===== src/sv/scfbc_ram.sv =====
`timescale 1ns / 1ps
// Generic single-write, single-read RAM with a registered read port.
// Stands alone; holds the rows of the free block table.
module scfbc_ram #(
  parameter int WIDTH = 8,
  parameter int DEPTH = 16,
  localparam int AW = (DEPTH > 1) ? $clog2(DEPTH) : 1
) (
  input  logic             clk,
  input  logic             we,
  input  logic [AW-1:0]    waddr,
  input  logic [WIDTH-1:0] wdata,
  input  logic [AW-1:0]    raddr,
  output logic [WIDTH-1:0] rdata
);

  logic [WIDTH-1:0] mem_r [DEPTH];
  logic [WIDTH-1:0] rdata_r;

  always_ff @(posedge clk) begin
    if (we) begin
      mem_r[waddr] <= wdata;
    end
    rdata_r <= mem_r[raddr];
  end

  assign rdata = rdata_r;

endmodule


===== config.mk =====
export PLATFORM = sky130hd
export DESIGN_NAME = scfbc_ram
export DESIGN_NICKNAME = d
export VERILOG_FILES = /design/src/sv/scfbc_ram.sv
export SDC_FILE = /design/constraint.sdc
export NUM_CORES = 1
export LEC_CHECK = 0
export BUFFER_PORTS_ARGS = -buffer_cell sky130_fd_sc_hd__buf_4
export CAP_MARGIN = 20
export CORE_ASPECT_RATIO = 1.1
export CORE_UTILIZATION = 53
export DETAILED_ROUTE_END_ITERATION = 7
export PLACE_DENSITY = 0.71
export SYNTH_ARGS = -nofsm -noshare
export SYNTH_HDL_FRONTEND = slang
export SYNTH_SLANG_ARGS = --single-unit

===== constraint.sdc =====
create_clock -name clk -period 2.6 [get_ports clk]
set_clock_uncertainty 0.1 [all_clocks]
set_input_delay 0.52 -clock clk [delete_from_list [all_inputs] [get_ports clk]]
set_output_delay 0.52 -clock clk [all_outputs]
set_load 0.05 [all_outputs]

==> flow_summary.ini <==
[placed_design]
gp_congestion = 0.7767
dp.cells = 381
dpl_worst_slack_ns = 0.4416
portBuffers = 25
hpwl_um = 6061

[synth]
syn_inst = 229
yosys_warnings = 0
synthFlopType = edfxtp_1
syn_area_per_cell_um2 = 22.48
synth.cell_area_um2 = 5147
yosysTopAreaCell = edfxtp_1
postSynth.asyncResetShare = 0
ys_types = 19
synth-edff-count = 128
synth_top_area_frac = 0.7467
synth_seq_cells = 136
ys_seq_area_frac = 0.7778
syn-num-nets = 247
synthTopCellsByArea = edfxtp_1, mux4_2, mux4_1

[setup_path]
path_buf_inv = 1
crit_arrival_ns = 1.08
slowest_stage = dfxtp_1
crit_chain = buf_4
crit_required_ns = 1.98
cp-start-kind = register
crit_path_max_fanout = 1
critPathMaxStageDelay_ns = 0.35
crit_path_end_kind = primary output
path_class = register to primary output
crit_family = flip-flops

[pwr]
vdd_ir_drop_max_uv = 402.5
power-per-cell-area_nw_per_um2 = 811.2
total_power_uw = 4956
leakage_uw = 0.002093

[route]
vias = 2423
drt_first_pass_iters = 4
ant_nets = 0
drtIter0Drc = 196
drc_errors = 0
post_drt_wl_per_cell_um = 23.13
viasPerCell = 5.867
wl_um = 9551

[clocking]
cts_root_buf = clkbuf_8
numClockSinks = 136
cts-resized-gates = 0
clk_latency_ns = 0.52
clock_path_buffers = 2
numCtsBuffers = 17
htree_levels = 4
cts_hold_buf = 0
clkSlewWorstSetupHoldPaths_ns = 0.06
cts_setup_buffers = 0
cts_tree = built

[cells_and_area]
syn2layout_area_growth_pct = 18.69
antenna_cells = 0
mostFrequentLayoutCell = edfxtp_1
drive_above_1_share = 0.3176
layout_common_cells = edfxtp_1, buf_4, mux4_2
nNetsFinal = 301
stdcell_count = 413

[outcome]
outcome = finished, final reports clean

[global_route]
gr-total-overflow = 0
grt_max_degree = 33
antenna_found_initial = 0
track_usage = 0.2156
grt_pass1_vias = 2462
grt_pass1_wl_um = 14550

[die]
io-pin-count = 26
dieArea_um2 = 10110
rows = 37
fp.dieW_um = 95.97
core_um2 = 9398
die_h_um = 105.4
initial_core_util = 0.5477

[timing]
fin_crit_ns = 1.697
relSlewSlack = 0.4614
drv_slew = 0
fin_crit_sh = 0.6525
max_freq_mhz = 589.4
rsz0062_at_grt = false
finalSetupViolCount = 0
whs_ns = 0.2011
final_hold_viol_count = 0
layout_setup_ws_ns = 0.9034
worst_pin_slew_ns = 0.8063
tns_ns = 0

[hold_path]
hp-class = primary input to register

[flow_run]
drv_cap = 0
synthesized netlist by cell type (all sizes together), types with 2 or more instances:
master,count
edfxtp,128
mux4,32
a22oi,16
nor2,13
nand2,9
dfxtp,8
buf,7
nor3,4
clkdlybuf4s25,3
nand2b,2
nand3b,2
sequential cells by signal, summed over array words and instances (netlist names):
register,flops
mem_r,128
rdata,8
final cells by class:
| type | count | area, um2 |
|---|---|---|
| clock buffer | 18 | 417.9 |
| clock inverter | 14 | 133.9 |
| fill | 628 | 3288 |
| multi-input combinational | 83 | 1057 |
| sequential | 136 | 4004 |
| tap | 117 | 146.4 |
| timing repair buffer | 45 | 350.3 |
metal layers:
metal | GRT usage | vias to the layer above | wire [um]
li1 | - | 1080 | -
met1 | 0.3014 | 1247 | 4087
met2 | 0.3204 | 85 | 4711
met3 | 0.06349 | 11 | 605
met4 | 0.08635 | 0 | 146
met5 | 0 | - | 0
kinds of logic after synthesis:
logic type | synth area share
AOI/OAI and AO/OA | 0.02334
and+or+nand+nor | 0.03184
muxes | 0.1502
buffers and inverters | 0.01677
DFF | 0.7778
through the flow:
step | cell area, um2 | utilization
2_1_floorplan | 5147 | -
3_3_place_gp | 5558 | 0.5914
3_5_place_dp | 5558 | 0.5914
4_1_cts | 6110 | 0.6501
5_1_grt | 6110 | 0.6501
6_report | 6110 | 0.6501
power breakdown:
part / internal [uW] / switching (uW)
Clock: 1350 / 856
Sequential: 2450 / 13.4
Combinational: 113 / 174
final timing paths:
kind	startpoint	endpoint	slack, ns	cells after the start
worst min-delay path	wdata[7]	mem_r[6][7]	0.20	1
worst min register to register	mem_r[14][5]	rdata[5]	0.57	3
worst max register to register	mem_r[1][3]	rdata[3]	1.09	3
worst max-delay path	rdata[0]	rdata[0]	0.90	1
Note: power is estimated with default switching activity, not from simulation.
