==> src/sv/scfbc_pkg.sv <==
`timescale 1ns / 1ps
// Shared types, constants and the size class function of the free block cache.
// Used by every module of the block but scfbc_ram; depends on nothing.
package scfbc_pkg;

  localparam int NUM_CLASSES          = 11;
  localparam int SLOTS_PER_CLASS_DEF  = 32;
  localparam int ADDR_BITS_DEF        = 24;
  localparam int SIZE_W               = 24;
  localparam int REQ_W                = 25;
  localparam int CLASS_W              = 4;
  localparam int HIT_W                = 32;
  localparam int SEL_IDX_W            = 6;
  localparam int NUM_BOUNDS           = 10;

  typedef enum logic [1:0] {
    FN_GET   = 2'd0,
    FN_ADD   = 2'd1,
    FN_CLEAR = 2'd2,
    FN_RESET = 2'd3
  } func_t;

  typedef enum logic [0:0] {
    ST_IDLE = 1'b0,
    ST_SCAN = 1'b1
  } state_t;

  typedef struct packed {
    logic                 found;
    logic [SEL_IDX_W-1:0] idx;
  } sel_t;

  localparam logic [REQ_W-1:0] CLASS_BOUND [NUM_BOUNDS] = '{
    25'd8, 25'd16, 25'd32, 25'd64, 25'd128,
    25'd256, 25'd512, 25'd1024, 25'd4096, 25'd8192
  };

  function automatic logic [CLASS_W-1:0] size_class(input logic [REQ_W-1:0] size);
    logic [CLASS_W-1:0] cls;
    cls = CLASS_W'(NUM_BOUNDS);
    for (int c = NUM_BOUNDS - 1; c >= 0; c--) begin
      if (size < CLASS_BOUND[c]) begin
        cls = CLASS_W'(c);
      end
    end
    return cls;
  endfunction

endpackage

==> src/sv/scfbc_row_sel.sv <==
`timescale 1ns / 1ps
// Shared compare unit: tests every slot of one class row and picks the winner
// through a minimum tree, lowest slot on a tie. Depends on scfbc_pkg.
module scfbc_row_sel import scfbc_pkg::*; #(
  parameter int SLOTS     = SLOTS_PER_CLASS_DEF,
  parameter int ADDR_BITS = ADDR_BITS_DEF
) (
  input  func_t                func,
  input  logic [SLOTS-1:0]     valid,
  input  logic [ADDR_BITS-1:0] slot_addr [SLOTS],
  input  logic [SIZE_W-1:0]    slot_size [SLOTS],
  input  logic [REQ_W-1:0]     req,
  input  logic [ADDR_BITS-1:0] addr,
  output sel_t                 sel
);

  localparam int LEVELS = (SLOTS > 1) ? $clog2(SLOTS) : 0;
  localparam int PAD    = 1 << LEVELS;

  logic [2*PAD-1:0]     n_found;
  logic [SIZE_W-1:0]    n_key [2*PAD];
  logic [SEL_IDX_W-1:0] n_idx [2*PAD];

  always_comb begin
    n_found = '0;
    for (int n = 0; n < 2 * PAD; n++) begin
      n_key[n] = '0;
      n_idx[n] = '0;
    end
    // Add and clear use a key of zero, so the tree returns the first match.
    for (int i = 0; i < SLOTS; i++) begin
      n_idx[PAD+i] = SEL_IDX_W'(i);
      unique case (func) inside
        FN_GET: begin
          n_found[PAD+i] = valid[i] && ({1'b0, slot_size[i]} >= req);
          n_key[PAD+i]   = slot_size[i];
        end
        FN_ADD: begin
          n_found[PAD+i] = !valid[i] || (slot_size[i] < req[SIZE_W-1:0]);
        end
        FN_CLEAR: begin
          n_found[PAD+i] = valid[i] && (slot_addr[i] == addr);
        end
        default: begin
          n_found[PAD+i] = 1'b0;
        end
      endcase
    end
    for (int n = PAD - 1; n >= 1; n--) begin
      n_found[n] = n_found[2*n] | n_found[2*n+1];
      if (n_found[2*n] && (!n_found[2*n+1] || (n_key[2*n] <= n_key[2*n+1]))) begin
        n_key[n] = n_key[2*n];
        n_idx[n] = n_idx[2*n];
      end else begin
        n_key[n] = n_key[2*n+1];
        n_idx[n] = n_idx[2*n+1];
      end
    end
    sel.found = n_found[1];
    sel.idx   = n_idx[1];
  end

endmodule

==> config.mk <==
export PLATFORM = sky130hd
export DESIGN_NAME = scfbc_row_sel
export DESIGN_NICKNAME = d
export VERILOG_FILES = /design/src/sv/scfbc_pkg.sv /design/src/sv/scfbc_row_sel.sv
export SDC_FILE = /design/constraint.sdc
export NUM_CORES = 2
export LEC_CHECK = 0
export BUFFER_PORTS_ARGS = -buffer_cell sky130_fd_sc_hd__buf_4
export CAP_MARGIN = 20
export CELL_PAD_IN_SITES_DETAIL_PLACEMENT = 0
export CELL_PAD_IN_SITES_GLOBAL_PLACEMENT = 2
export CORE_AREA = 4 4 634 636
export DETAILED_ROUTE_END_ITERATION = 12
export DIE_AREA = 0 0 638 640
export PLACE_DENSITY_LB_ADDON = 0.05
export REMOVE_ABC_BUFFERS = 1
export SLEW_MARGIN = 20
export SYNTH_ARGS = -nofsm -noshare
export SYNTH_HDL_FRONTEND = slang
export SYNTH_SLANG_ARGS = --single-unit
==> constraint.sdc <==
create_clock -name vclk -period 18.3
set_clock_uncertainty 0.2 [all_clocks]
set_input_delay 0 -clock vclk [all_inputs]
set_output_delay 0 -clock vclk [all_outputs]
set_load 0.01 [all_outputs]
==> flow_metrics.tcl <==
set metrics [dict create \
    outcome "finished, final reports clean" \
    required_ns 18.10 \
    post_drt_wl_per_cell_um 37.37 \
    final_cell_area_um2 79500 \
    yosysWarningCount 0 \
    cts_resized 0 \
    synth_most_common_cell "ha_1" \
    routed-via-count 70250 \
    grt_pass1_wl_um 711100 \
    hold_viol 0 \
    cts_hold_buf 0 \
    overflow 0 \
    cpPeakStageDelay_ns 0.60 \
    io_pins 1626 \
    synth_top_area_share_pct 31.39 \
    grt_use_total_pct 25.96 \
    die_area_um2 408300 \
    nClkBuffers 0 \
    drtPass1Iterations 6 \
    synth_common_cells "1,512 x ha_1, 995 x nand2_1, 739 x inv_1" \
    slowest_stage "mux2i_1" \
    ys_types 108 \
    fp.dieH_um 640 \
    antenna_found_initial 131 \
    cp_common_cell "o21ai_0" \
    startpoint "func[1]" \
    via_per_inst 4.717 \
    dp_hpwl_um 492700 \
    holdCritStartpoint "valid[17]" \
    nets 12750 \
    ant_nets 0 \
    finalCritPeriodShare_pct 93.75 \
    worstSetupEndpointType "output pin" \
    grt_max_degree 111 \
    tightest_slew_ns 1.140 \
    port_buffers 1625 \
    synth-seq-area-share_pct 0 \
    fp.dieW_um 638 \
    cp_max_fo 101 \
    drive_gt1_share_pct 22.23 \
    cts_setup_buffers 0 \
    num_rows 231 \
    drv_cap 0 \
    hold_class "in2out" \
    setup_tns_ns 0 \
    regArea_um2 0 \
    fin_crit_ns 17.16 \
    drv_slew 0 \
    setup_viol 0 \
    netlist_instances 8103 \
    core_area_um2 395700 \
    avgSynthCellArea_um2 7.437 \
    arrival_ns 16.96 \
    initial_core_util_pct 15.23 \
    netlist_area_um2 60270 \
    ys_top_cells_by_area "ha_1 31%, xnor2_1 6.5%, nand2_1 6.2%" \
    place.gp.congestion 0.8891 \
    fmax_mhz 58.29 \
    maxSlewHeadroom_pct 21.81 \
    placed_area_um2 79370 \
    design.seq.count 0 \
    grt_pass1_vias 71230 \
    route.detailed.drc 0 \
    finish.utilization_pct 20.09 \
    crit_type "in2out" \
    rsz0062_at_grt "false" \
    finalWirelength_um 556500 \
    syn_to_final_growth_pct 31.92 \
    startpoint_type "input port" \
    dr.first_iter.drc_count 4859 \
    yosysTopAreaCell "ha_1" \
]
[metal layers]
metal | share of wire, % | GRT usage [%] | vias to the layer above
li1 | - | - | 32740
met1 | 47 | 35.69 | 35210
met2 | 48 | 45.41 | 2049
met3 | 3.4 | 1.968 | 245
met4 | 1.3 | 2.546 | 14
met5 | 0.016 | 0 | -
[layout by cell type (no fill, tap or decap), types with 21 or more instances in the layout]
cell       count
mux2_1        38
nand2_1      995
and2_1        59
o21ai_0      303
a2bb2oi_1     27
xor2_1       318
nand3_1      232
mux2i_1      333
o22ai_1       36
nand2b_1      33
nor4_1       112
a21oi_1      459
and4_1        26
a21boi_1      22
buf_4       1780
nor2b_1       97
xnor2_1      449
a32o_1        28
buf_12        29
a21o_1       224
nor2_1       286
a221oi_1      28
mux2_2       151
diode_2       31
a211o_1       21
inv_1        716
nor3_1       119
o21a_1        56
o21bai_1      42
nand4_1      377
a2111oi_0     26
o31a_1        30
and3_1        51
mux2_4        25
ha_1        1512
a211oi_1      72
o221ai_1      31
o211ai_1      65
a31oi_1       48
[logic make-up after synthesis]
family          Yosys count  share of synthesized area (%)
simple gates           2481                          20.00
xor+xnor                768                          11.17
fa+ha+maj              1512                          31.39
buf+inv                1039                          7.528
other cells               1                       0.006222
compound gates         1724                          19.29
mux                     578                          10.61
[through the flow]
stage               setup slack (ns)  std cells  hold slack (ns)
CTS                           0.3419      14860           0.9871
global route                 0.03928      14870            1.012
global placement             -0.2795      14860           0.9975
finish                         1.144      14890           0.9866
detailed placement            0.3537      14860           0.9814
floorplan                     -23.73       7806           0.1796
[final timing paths]
kind	endpoint	slack [ns]	cells past startpoint
worst max-delay path	sel[2]	1.14	65
worst min-delay path	sel[6]	0.99	7
[layout make-up]
class | instances | area, um^2
Fill cell | 44570 | 316200
Tap cell | 5242 | 6559
Antenna cell | 31 | 77.57
Timing Repair Buffer | 1813 | 14000
Inverter | 742 | 2834
Multi-Input combinational cell | 7064 | 56030
[worst max-delay path, delay by kind of cell]
kind	cells	cell delay (ns)
adder cells (fa/ha/maj)	5	1.44
AO/OA/AOI/OAI	25	5.55
AND/OR/NAND/NOR	17	3.45
buffers and inverters	13	3.40
multiplexers	5	2.74
